$ cat config.mk
export PLATFORM = sky130hd
export DESIGN_NAME = lru_key_value_cache_unit
export DESIGN_NICKNAME = d
export VERILOG_FILES = /design/src/rtl/lkvc_pkg.sv /design/src/rtl/lkvc_front.sv /design/src/rtl/lkvc_back.sv /design/src/rtl/lkvc_out.sv /design/src/rtl/lru_key_value_cache_unit.sv
export SDC_FILE = /design/constraint.sdc
export NUM_CORES = 1
export LEC_CHECK = 0
export BUFFER_PORTS_ARGS = -buffer_cell sky130_fd_sc_hd__buf_2
export CELL_PAD_IN_SITES_DETAIL_PLACEMENT = 1
export CELL_PAD_IN_SITES_GLOBAL_PLACEMENT = 1
export CORE_MARGIN = 5
export CORE_UTILIZATION = 36
export DETAILED_ROUTE_END_ITERATION = 6
export GPL_ROUTABILITY_DRIVEN = 0
export GPL_TIMING_DRIVEN = 0
export PLACE_DENSITY_LB_ADDON = 0.25
export SYNTH_ARGS = -nofsm -noshare
export SYNTH_HDL_FRONTEND = slang
export SYNTH_HIERARCHICAL = 1
export SYNTH_SLANG_ARGS = --single-unit
$ cat constraint.sdc
create_clock -name i_clk -period 7.5 [get_ports i_clk]
set_input_delay 0.375 -clock i_clk [delete_from_list [all_inputs] [get_ports i_clk]]
set_output_delay 0.375 -clock i_clk [all_outputs]
set_load 0.05 [all_outputs]
$ cat src/rtl/lkvc_pkg.sv
// ----------------------------------------------------------------------------
// lkvc_pkg
// Shared types, sizes and helpers of the LRU key-value cache.
// ----------------------------------------------------------------------------
package lkvc_pkg;

    localparam int MAX_ENTRIES = 8;
    localparam int KEY_BITS    = 32;
    localparam int VALUE_BITS  = 32;
    localparam int CAP_W       = 4;
    localparam int IDX_W       = (MAX_ENTRIES > 1) ? $clog2(MAX_ENTRIES) : 1;
    localparam int AGE_W       = IDX_W;
    localparam int CNT_W       = $clog2(MAX_ENTRIES + 1);

    // depth of the small queues on both sides of the engine
    localparam int QDEPTH      = 2;
    localparam int QPTR_W      = (QDEPTH > 1) ? $clog2(QDEPTH) : 1;
    localparam int QCNT_W      = $clog2(QDEPTH + 1);

    typedef enum logic [0:0] {
        OP_GET = 1'b0,
        OP_PUT = 1'b1
    } t_op;

    typedef struct packed {
        logic                         mode;
        logic signed [KEY_BITS-1:0]   lookup_key;
        logic signed [VALUE_BITS-1:0] data_value;
    } t_req;

    typedef struct packed {
        logic                         hit;
        logic signed [VALUE_BITS-1:0] read_value;
    } t_rsp;

    typedef struct packed {
        t_op                          op;
        logic        [KEY_BITS-1:0]   key;
        logic        [VALUE_BITS-1:0] value;
    } t_cmd;

    // capacity write: zero becomes one, too large becomes the entry count
    function automatic logic [CNT_W-1:0] clamp_capacity(input logic [CAP_W-1:0] v);
        logic [CNT_W-1:0] r;
        if (v == '0) begin
            r = CNT_W'(1);
        end else if (int'(v) > MAX_ENTRIES) begin
            r = CNT_W'(MAX_ENTRIES);
        end else begin
            r = CNT_W'(v);
        end
        return r;
    endfunction

endpackage

$ cat src/rtl/lkvc_front.sv
// ----------------------------------------------------------------------------
// lkvc_front
// Request side: accepts requests, decodes the operation and holds them in a
// short queue for the lookup engine.
// ----------------------------------------------------------------------------
module lkvc_front
    import lkvc_pkg::*;
(
    input  logic i_clk,
    input  logic i_rst_n,
    input  logic push,
    output logic full,
    input  t_req i_req,
    output logic o_cmd_valid,
    output t_cmd o_cmd,
    input  logic i_cmd_take
);

    t_cmd              r_mem [QDEPTH];
    logic [QPTR_W-1:0] r_wptr;
    logic [QPTR_W-1:0] r_rptr;
    logic [QCNT_W-1:0] r_cnt;
    logic              w_enq;
    logic              w_deq;
    t_cmd              w_cmd;

    assign full        = (r_cnt == QCNT_W'(QDEPTH));
    assign o_cmd_valid = (r_cnt != '0);
    assign o_cmd       = r_mem[r_rptr];
    assign w_enq       = push && !full;
    assign w_deq       = i_cmd_take && o_cmd_valid;

    always_comb begin
        w_cmd.op    = i_req.mode ? OP_PUT : OP_GET;
        w_cmd.key   = i_req.lookup_key;
        w_cmd.value = i_req.data_value;
    end

    always_ff @(posedge i_clk) begin
        if (w_enq) begin
            r_mem[r_wptr] <= w_cmd;
        end
    end

    always_ff @(posedge i_clk) begin
        if (!i_rst_n) begin
            r_wptr <= '0;
            r_rptr <= '0;
            r_cnt  <= '0;
        end else begin
            if (w_enq) begin
                r_wptr <= (r_wptr == QPTR_W'(QDEPTH - 1)) ? '0 : r_wptr + 1'b1;
            end
            if (w_deq) begin
                r_rptr <= (r_rptr == QPTR_W'(QDEPTH - 1)) ? '0 : r_rptr + 1'b1;
            end
            if (w_enq && !w_deq) begin
                r_cnt <= r_cnt + 1'b1;
            end else if (!w_enq && w_deq) begin
                r_cnt <= r_cnt - 1'b1;
            end
        end
    end

endmodule

$ cat src/rtl/lkvc_back.sv
// ----------------------------------------------------------------------------
// lkvc_back
// Lookup engine: entry storage, key compare, recency update, insert and
// eviction. The idle state compares, the execute state updates the entries.
// ----------------------------------------------------------------------------
module lkvc_back
    import lkvc_pkg::*;
(
    input  logic                 i_clk,
    input  logic                 i_rst_n,
    input  logic                 i_cmd_valid,
    input  t_cmd                 i_cmd,
    output logic                 o_cmd_take,
    input  logic                 i_cfg_we,
    input  logic [CAP_W-1:0]     i_cfg_wdata,
    input  logic                 i_rsp_full,
    output logic                 o_rsp_push,
    output t_rsp                 o_rsp
);

    typedef enum logic [0:0] {
        S_IDLE,
        S_EXEC
    } t_state;

    t_state                  r_state;
    t_cmd                    r_cmd;
    logic [MAX_ENTRIES-1:0]  r_match;
    logic [MAX_ENTRIES-1:0]  r_valid;
    logic [KEY_BITS-1:0]     r_key   [MAX_ENTRIES];
    logic [VALUE_BITS-1:0]   r_val   [MAX_ENTRIES];
    logic [AGE_W-1:0]        r_age   [MAX_ENTRIES];
    logic [CNT_W-1:0]        r_count;
    logic [CNT_W-1:0]        r_cap;

    logic [MAX_ENTRIES-1:0]  w_match;
    logic                    w_hit;
    logic [IDX_W-1:0]        w_hit_idx;
    logic [AGE_W-1:0]        w_hit_age;
    logic                    w_full;
    logic [MAX_ENTRIES-1:0]  w_evict;
    logic [MAX_ENTRIES-1:0]  w_valid_left;
    logic [IDX_W-1:0]        w_free_idx;
    logic                    w_do;
    logic [MAX_ENTRIES-1:0]  n_valid;
    logic [AGE_W-1:0]        n_age   [MAX_ENTRIES];
    logic [CNT_W-1:0]        n_count;
    logic [MAX_ENTRIES-1:0]  w_key_we;
    logic [MAX_ENTRIES-1:0]  w_val_we;

    // parallel compare against every valid entry
    always_comb begin
        for (int i = 0; i < MAX_ENTRIES; i++) begin
            w_match[i] = r_valid[i] && (r_key[i] == i_cmd.key);
        end
    end

    always_comb begin
        w_hit_idx = '0;
        for (int i = MAX_ENTRIES - 1; i >= 0; i--) begin
            if (r_match[i]) begin
                w_hit_idx = IDX_W'(i);
            end
        end
    end

    assign w_hit     = (r_match != '0);
    assign w_hit_age = r_age[w_hit_idx];
    assign w_full    = (r_count >= r_cap);

    // victim is the valid entry with the oldest rank
    always_comb begin
        for (int i = 0; i < MAX_ENTRIES; i++) begin
            w_evict[i] = w_full && r_valid[i] && (r_count != '0)
                         && (r_age[i] == AGE_W'(r_count - 1'b1));
        end
    end

    assign w_valid_left = r_valid & ~w_evict;

    always_comb begin
        w_free_idx = '0;
        for (int i = MAX_ENTRIES - 1; i >= 0; i--) begin
            if (!w_valid_left[i]) begin
                w_free_idx = IDX_W'(i);
            end
        end
    end

    assign o_cmd_take = (r_state == S_IDLE) && i_cmd_valid;
    assign w_do       = (r_state == S_EXEC) && ((r_cmd.op == OP_PUT) || !i_rsp_full);
    assign o_rsp_push = (r_state == S_EXEC) && (r_cmd.op == OP_GET) && !i_rsp_full;

    always_comb begin
        o_rsp.hit        = w_hit;
        o_rsp.read_value = w_hit ? r_val[w_hit_idx] : '0;
    end

    // next entry state for the update cycle
    always_comb begin
        n_valid  = r_valid;
        n_count  = r_count;
        w_key_we = '0;
        w_val_we = '0;
        for (int i = 0; i < MAX_ENTRIES; i++) begin
            n_age[i] = r_age[i];
        end
        if (w_hit) begin
            for (int i = 0; i < MAX_ENTRIES; i++) begin
                if (r_valid[i] && (r_age[i] < w_hit_age)) begin
                    n_age[i] = r_age[i] + 1'b1;
                end
            end
            n_age[w_hit_idx] = '0;
            if (r_cmd.op == OP_PUT) begin
                w_val_we[w_hit_idx] = 1'b1;
            end
        end else if (r_cmd.op == OP_PUT) begin
            for (int i = 0; i < MAX_ENTRIES; i++) begin
                if (w_valid_left[i]) begin
                    n_age[i] = r_age[i] + 1'b1;
                end
            end
            n_valid              = w_valid_left;
            n_valid[w_free_idx]  = 1'b1;
            n_age[w_free_idx]    = '0;
            w_key_we[w_free_idx] = 1'b1;
            w_val_we[w_free_idx] = 1'b1;
            n_count = (w_evict != '0) ? r_count : r_count + 1'b1;
        end
    end

    always_ff @(posedge i_clk) begin
        if (o_cmd_take) begin
            r_cmd   <= i_cmd;
            r_match <= w_match;
        end
        for (int i = 0; i < MAX_ENTRIES; i++) begin
            if (w_do) begin
                r_age[i] <= n_age[i];
                if (w_key_we[i]) begin
                    r_key[i] <= r_cmd.key;
                end
                if (w_val_we[i]) begin
                    r_val[i] <= r_cmd.value;
                end
            end
        end
    end

    always_ff @(posedge i_clk) begin
        if (!i_rst_n) begin
            r_state <= S_IDLE;
            r_valid <= '0;
            r_count <= '0;
            r_cap   <= CNT_W'(MAX_ENTRIES);
        end else begin
            case (r_state)
                S_IDLE: begin
                    if (i_cmd_valid) begin
                        r_state <= S_EXEC;
                    end
                end
                S_EXEC: begin
                    if (w_do) begin
                        r_valid <= n_valid;
                        r_count <= n_count;
                        r_state <= S_IDLE;
                    end
                end
                default: begin
                    r_state <= S_IDLE;
                end
            endcase
            // capacity is frozen once anything is stored
            if (i_cfg_we && (r_count == '0)) begin
                r_cap <= clamp_capacity(i_cfg_wdata);
            end
        end
    end

    a_count_le_cap: assert property (@(posedge i_clk) disable iff (!i_rst_n)
        r_count <= r_cap)
        else $error("entry count above capacity");

    a_count_matches_valid: assert property (@(posedge i_clk) disable iff (!i_rst_n)
        $countones(r_valid) == int'(r_count))
        else $error("entry count out of step with valid bits");

    a_unique_match: assert property (@(posedge i_clk) disable iff (!i_rst_n)
        (r_state == S_EXEC) |-> $onehot0(r_match))
        else $error("key stored in more than one entry");

    a_no_push_when_full: assert property (@(posedge i_clk) disable iff (!i_rst_n)
        o_rsp_push |-> !i_rsp_full)
        else $error("result pushed into full queue");

endmodule

$ cat src/rtl/lkvc_out.sv
// ----------------------------------------------------------------------------
// lkvc_out
// Result side: short queue of lookup results presented to the consumer.
// ----------------------------------------------------------------------------
module lkvc_out
    import lkvc_pkg::*;
(
    input  logic i_clk,
    input  logic i_rst_n,
    input  logic i_rsp_push,
    input  t_rsp i_rsp,
    output logic o_rsp_full,
    output logic empty,
    input  logic pop,
    output t_rsp o_rsp
);

    t_rsp              r_mem [QDEPTH];
    logic [QPTR_W-1:0] r_wptr;
    logic [QPTR_W-1:0] r_rptr;
    logic [QCNT_W-1:0] r_cnt;
    logic              w_enq;
    logic              w_deq;

    assign o_rsp_full = (r_cnt == QCNT_W'(QDEPTH));
    assign empty      = (r_cnt == '0);
    assign o_rsp      = r_mem[r_rptr];
    assign w_enq      = i_rsp_push && !o_rsp_full;
    assign w_deq      = pop && !empty;

    always_ff @(posedge i_clk) begin
        if (w_enq) begin
            r_mem[r_wptr] <= i_rsp;
        end
    end

    always_ff @(posedge i_clk) begin
        if (!i_rst_n) begin
            r_wptr <= '0;
            r_rptr <= '0;
            r_cnt  <= '0;
        end else begin
            if (w_enq) begin
                r_wptr <= (r_wptr == QPTR_W'(QDEPTH - 1)) ? '0 : r_wptr + 1'b1;
            end
            if (w_deq) begin
                r_rptr <= (r_rptr == QPTR_W'(QDEPTH - 1)) ? '0 : r_rptr + 1'b1;
            end
            if (w_enq && !w_deq) begin
                r_cnt <= r_cnt + 1'b1;
            end else if (!w_enq && w_deq) begin
                r_cnt <= r_cnt - 1'b1;
            end
        end
    end

endmodule

$ cat src/rtl/lru_key_value_cache_unit.sv
// ----------------------------------------------------------------------------
// lru_key_value_cache_unit
// Fully associative key-value cache with least-recently-used replacement.
// ----------------------------------------------------------------------------
// A get request returns one result (hit flag and value, zero on a miss); a put
// request updates or inserts and returns nothing. The lookup engine takes one
// request at a time: its idle state compares the key against all eight
// entries in parallel, its execute state updates values and recency ranks,
// and no new request is taken before that update. Two-deep queues sit on the
// request and result sides; a get waits in the engine while the result queue
// is full. Capacity (1 to 8, reset 8) is taken only while the cache is empty.
module lru_key_value_cache_unit
    import lkvc_pkg::*;
(
    input  logic             i_clk,
    input  logic             i_rst_n,
    input  logic             push,
    output logic             full,
    input  t_req             i_req,
    output logic             empty,
    input  logic             pop,
    output t_rsp             o_rsp,
    input  logic             i_cfg_we,
    input  logic [CAP_W-1:0] i_cfg_wdata
);

    logic cmd_valid;
    t_cmd cmd;
    logic cmd_take;
    logic rsp_push;
    t_rsp rsp;
    logic rsp_full;

    lkvc_front u_front (
        .i_clk       (i_clk),
        .i_rst_n     (i_rst_n),
        .push        (push),
        .full        (full),
        .i_req       (i_req),
        .o_cmd_valid (cmd_valid),
        .o_cmd       (cmd),
        .i_cmd_take  (cmd_take)
    );

    lkvc_back u_back (
        .i_clk       (i_clk),
        .i_rst_n     (i_rst_n),
        .i_cmd_valid (cmd_valid),
        .i_cmd       (cmd),
        .o_cmd_take  (cmd_take),
        .i_cfg_we    (i_cfg_we),
        .i_cfg_wdata (i_cfg_wdata),
        .i_rsp_full  (rsp_full),
        .o_rsp_push  (rsp_push),
        .o_rsp       (rsp)
    );

    lkvc_out u_out (
        .i_clk      (i_clk),
        .i_rst_n    (i_rst_n),
        .i_rsp_push (rsp_push),
        .i_rsp      (rsp),
        .o_rsp_full (rsp_full),
        .empty      (empty),
        .pop        (pop),
        .o_rsp      (o_rsp)
    );

endmodule
Word-level counts from Yosys, hierarchy flattened
Memories as Yosys holds them, arrays and structs flattened. A register that Yosys moved wholly into a read port is not among the register bits.
Cells that the tools add are included.

storage, ports and cells
  register bits = 98
  bits in latches = 0
  bits in writable memories = 732
  memory bits (read-only) = 0
  input bits = 74
  word-level logic and storage cells = 361
  memories kept = 5

memory list
  name           depth  bits a word  rd ports  clocked after memory_dff  write ports  RTL line          text
  u_back.r_key   8      32           8         0                         1            lkvc_back.sv:30   logic [KEY_BITS-1:0] r_key [MAX_ENTRIES];
  u_back.r_val   8      32           1         0                         1            lkvc_back.sv:31   logic [VALUE_BITS-1:0] r_val [MAX_ENTRIES];
  u_front.r_mem  2      65           1         1                         1            lkvc_front.sv:19  t_cmd r_mem [QDEPTH];
  u_out.r_mem    2      33           1         1                         1            lkvc_out.sv:18    t_rsp r_mem [QDEPTH];
  u_back.r_age   8      3            9         0                         8            lkvc_back.sv:32   logic [AGE_W-1:0] r_age [MAX_ENTRIES];

operators by class
  add/sub/neg operators = 18
  multipliers = 0
  divide/modulo/power cells = 0
  $lt $le $gt $ge = 18
  equal/unequal tests = 18
  shift operators = 0
  mux-type cells = 185
  bitwise operators = 13
  reductions and logical operators = 90

operator list
  kind                                                 number
  two-way mux 32 bit                                   15
  OR reduction 32 bit                                  14
  == test 32 bit                                       8
  two-way mux 3 bit                                    72
  two-way mux 1 bit                                    81
  logical AND 1 bit                                    57
  AND 24 bit                                           2
  two-way mux 24 bit                                   2
  NOT 24 bit                                           2
  two-way mux 8 bit                                    4
  adder 3 x 1 -> 3 bit (second input constant)         8
  == test 3 bit                                        8
  < comparator 3 bit                                   8
  demux 3 bit (select 3 bit)                           2
  nonzero test 8 bit                                   2
  AND 8 bit                                            1
  >= comparator 4 bit (second input constant)          2
  zero test 4 bit                                      2
  < comparator 3 x 4 -> 1 bit (second input constant)  2
  < comparator 4 x 1 -> 1 bit (second input constant)  2
  two-way mux 2 bit                                    4
  two-way mux 4 bit                                    2
  NOT 3 -> 4 bit                                       2
  NOT 8 bit                                            1
  other kinds (20)                                     39

Logic depth before layout (Yosys ltp)
  depth after elaboration = 31
  gate-level depth with buffers = 17
  mapped depth without buffers = 14

Modules after synthesis
Netlist, hierarchy kept.

by module, submodules not included
  module      times used  cells an instance  area an instance (µm²)  sequential area each (µm²)
  lkvc_back   1           1677               26047.5                 18627.9
  lkvc_front  1           227                4941.0                  4003.8
  lkvc_out    1           128                2607.5                  2082.0

Worst setup path after synthesis
OpenSTA, ideal clock, no wires.

  path kind = register to register
  from = reg u_front.r_cnt[0]
  to = reg u_front.r_cnt[1]
  data arrival time = 5.279 ns
  required time = 7.430 ns
  setup slack = 2.151 ns
  stages on the path, launching flop included = 8
  buffers on the path = 0
  clock period less this slack = 5.349 ns
  path through = dfxtp_1 > or2_2 > nor2b_1 > o21ai_1 > ha_1 > xor2_1 > or3_1 > a21boi_1

on the way
  cells in the longest elaborated chain, start to end = 6

RTL lines
  item                                                            RTL line                        text
  start: declaration                                              lkvc_front.sv:22                logic [QCNT_W-1:0] r_cnt;
  start signal: assignment                                        lkvc_front.sv:58                r_cnt <= r_cnt + 1'b1;
  start signal: assignment                                        lkvc_front.sv:60                r_cnt <= r_cnt - 1'b1;
  nonzero test 2 bit (*)                                          lkvc_front.sv:28                assign o_cmd_valid = (r_cnt != '0);
  net cmd_valid                                                   lru_key_value_cache_unit.sv:27  logic cmd_valid;
  logical AND 1 bit (*)                                           lkvc_back.sv:90                 assign o_cmd_take = (r_state == S_IDLE) && i_cmd_valid;
  net cmd_take                                                    lru_key_value_cache_unit.sv:29  logic cmd_take;
  logical AND 1 bit (*)                                           lkvc_front.sv:31                assign w_deq = i_cmd_take && o_cmd_valid;
  zero test 1 bit                                                 lkvc_front.sv:57                if (w_enq && !w_deq) begin
  logical AND 1 bit                                               lkvc_front.sv:57
  two-way mux 2 bit / nonzero test 2 bit (equally long branches)  --

Mark *: on every way through the listed nets, which the timed path passes. The rest lies on a longest branch. The select of a mux whose other input is x is not followed.
A chain may end at the register's enable or synchronous reset.

==> impl_metrics.csv <==
group,metric,value,unit
power_and_ir_drop,ir_worst_vdd,252.4,µV
detailed_routing,drt-total-wl,95.40,mm
yosys,synth_warnings,6,
yosys,synth_cell_types,81,
place,portBuffers,108,
power_and_ir_drop,p_leak,13.04,nW
power_and_ir_drop,power_density,379.4,nW/µm²
global_route,grt_start_max_net_pins,48,
global_route,grt_usage,18.95,%
yosys,synthArstFlopShare,0,%
clock_tree,cts_htree_levels,3,
global_route,grt_pass1_vias,20180,
detailed_routing,drt_pre_antenna_iters,5,
run,cap_viol_max_count,0,
yosys,postSynthAreaPerCell,16.53,µm²
yosys,synth-seq-cells,832,
floorplan,die_h,315.5,µm
cells_and_area,finish.utilization,43.34,%
detailed_routing,detail-route-antenna-nets,0,
yosys,synthMostInstantiatedCell,"edfxtp_1",
critical_path,critPathArrivalTime,6.07,ns
detailed_routing,drc_errors,0,
global_route,grt.overflow.total,0,
sta,slew_violations,0,
clock_tree,cts_root_buf,"clkbuf_16",
sta,fin_skew,0.03262,ns
critical_path,critPathRequiredTime,7.88,ns
detailed_routing,routed-via-count,19220,
detailed_routing,drtIter0Drc,1542,
clock_tree,clockBufferDepth,3,
clock_tree,clock_latency,0.66,ns
yosys,synth_edf_count,805,
detailed_routing,routed_via_density,5.239,
cells_and_area,drive_gt1_share,19.14,%
cells_and_area,area_growth,19.85,%
critical_path,worstSetupPathType,"register to register",
yosys,synth_top_flop_cell,"edfxtp_1",
place,hpwl,65.65,mm
floorplan,die_x,315.5,µm
critical_path,start_kind,"register",
yosys,synth_common_cells,"805 x edfxtp_1, 231 x xnor2_1, 103 x mux2_2",
yosys,syn_inst,2032,
clock_tree,tritoncts,"yes",
sta,setup_violations,0,
run_status,run_status,"complete, no violations",
sta,slew_headroom,21.11,%
global_route,antenna_found_initial,2,
yosys,synth_largest_area_cell,"edfxtp_1",
sta,tightest_slew,1.178,ns
sta,rsz0062_at_grt,"no",
yosys,synth_top_area_share,71.95,%
detailed_routing,routedWlPerCell,26.00,µm
yosys,synth_area_leaders,"edfxtp_1 72%, xnor2_1 6.0%, mux2_2 3.5%, dfxtp_1 1.6%, xor2_1 1.3%",
floorplan,fp-row-count,112,
sta,hold_viol,0,
floorplan,dieArea,99530,µm²
floorplan,start_util,36.16,%
clock_tree,cts_sinks,832,
cells_and_area,nNetsFinal,2444,
clock_tree,clk_pin_slew,0.06,ns
worst_hold_path,hold_path.class,"primary input to register",
critical_path,worst_setup_path_end_kind,"register",
cells_and_area,nFillCells,9136,
yosys,syn-num-nets,2138,
place,place_area,36550,µm²
sta,period_minus_slack,5.683,ns
sta,timing.fmax,176.0,MHz
sta,finalCritPeriodShare,75.78,%
floorplan,coreArea,92910,µm²
floorplan,pin_count,109,
yosys,netlist_area,33600,µm²
global_route,grt_pass1_wl,138.2,mm
cells_and_area,final_cell_area,40260,µm²
clock_tree,cts_buffers,91,
yosys,synth-seq-area-share,73.56,%
critical_path,critPathMaxFanout,10,
report_power, final:
group / total (mW) / internal (mW) / switching (mW) / leakage, nW
registers: 6.91 / 6.17 / 0.733 / 7.55
logic: 3.82 / 1.35 / 2.47 / 4.01
clock network: 4.55 / 2.69 / 1.86 / 1.48
total: 15.3 / 10.2 / 5.07 / 13.0
path summary, 6_finish.rpt:
check / from / endpoint / slack [ns] / depth (start not counted)
max reg2reg: u_back/r_match[7]$_DFFE_PP_ / u_back/r_age[3][0]$_DFFE_PP_ / 1.82 / 15
max: u_back/r_match[7]$_DFFE_PP_ / u_back/r_age[3][0]$_DFFE_PP_ / 1.82 / 15
min: i_cfg_wdata[3] / u_back/r_cap[2]$_SDFFE_PN0P_ / 0.12 / 4
min reg2reg: u_back/r_cap[3]$_SDFFE_PN1P_ / u_back/r_cap[3]$_SDFFE_PN1P_ / 0.48 / 2
sequential cells by signal, indices dropped and copies added (netlist names), 2 cells and up, named ones only:
| name | count |
|---|---|
| u_back/r_valid | 8 |
| u_back/r_cmd | 65 |
| u_out/r_mem | 66 |
| u_front/r_cnt | 2 |
| u_back/r_val | 256 |
| u_back/r_match | 8 |
| u_back/r_age | 24 |
| u_out/r_cnt | 2 |
| u_back/r_key | 256 |
| u_back/r_count | 4 |
| u_front/r_mem | 130 |
| u_back/r_cap | 4 |
layer usage:
metal | up-vias | part of all wire (%) | wire, µm | GRT usage [%]
met1 | 10020 | 43 | 41460 | 25.89
met4 | 2 | 2.0 | 1896 | 4.670
met2 | 581 | 48 | 46040 | 31.44
met3 | 115 | 6.3 | 5985 | 3.743
met5 | - | 0.014 | 13 | 0
li1 | 8501 | - | - | -
repair_timing:
action                                 CTS  global route
hold buffers                            67             0
endpoints found under the hold margin  131             0
buffers inserted                         0             0
resized for setup                        0             0
cells in the final DEF (no fill, tap or decap), types with 15 or more instances in the layout:
master,synthesis,layout
nand4_1,64,64
buf_6,9,19
nor2_1,44,41
o221ai_1,36,36
clkbuf_1,71,84
a31oi_1,18,18
xnor2_1,231,231
a211oi_1,20,19
inv_1,22,21
o22ai_1,40,40
a21oi_1,25,21
nand2b_1,15,15
o21ai_0,54,52
edfxtp_1,805,805
o22a_1,17,17
nand2_1,95,95
buf_2,8,116
dlygate4sd3_1,0,67
xor2_1,51,51
clkinv_1,0,17
nand3_1,21,21
clkinv_2,0,20
mux2_2,103,103
clkbuf_16,0,93
ha_1,32,32
dfxtp_1,27,27
nor4_1,26,26
worst max-delay path: stages, from the launching register on:
cell and delay, ns:
edfxtp_1 0.39, nor2b_1 0.26, o211a_1 0.27, o21ba_2 0.21
clkbuf_1 0.67, clkbuf_1 0.59, buf_1 0.61, nand2_1 0.12
nand3_1 0.11, o2111ai_1 0.56, ha_1 0.53, or2_2 0.29
a21oi_1 0.14, a21oi_1 0.08, a32o_1 0.32, mux2_2 0.28
cells by family after synthesis:
| kind of cell | share of synthesized area (%) |
|---|---|
| flops | 73.56 |
| simple gates | 5.195 |
| compound gates | 6.760 |
| xor+xnor | 7.802 |
| buf+inv | 1.605 |
| mux | 3.884 |
| fa+ha+maj | 1.192 |
stage by stage:
step	hold slack (ns)	cells	power [mW]	setup slack, ns	TNS [ns]
detailed placement	0.4744	3432	10.79	1.891	0
global route	0.08423	3668	15.94	1.587	0
global placement	0.4572	3394	10.56	-1.207	-26.39
finish	0.1158	3669	15.28	1.817	0
floorplan	0.4405	2032	8.998	2.151	0
CTS	0.05566	3668	15.41	1.869	0
area by class of cell:
class / count / area (µm²) / share of cell area [%]
antenna: 1 / 2.502 / 0.006215
buffer: 96 / 445.4 / 1.106
clock buffer: 106 / 2376 / 5.901
clock inverter: 63 / 665.6 / 1.653
inverter: 25 / 93.84 / 0.2331
multi-input combinational: 1079 / 8482 / 21.07
sequential: 832 / 24710 / 61.38
tap: 1254 / 1569 / 3.897
timing repair buffer: 213 / 1917 / 4.761
Power figures use the tool's default switching activity.
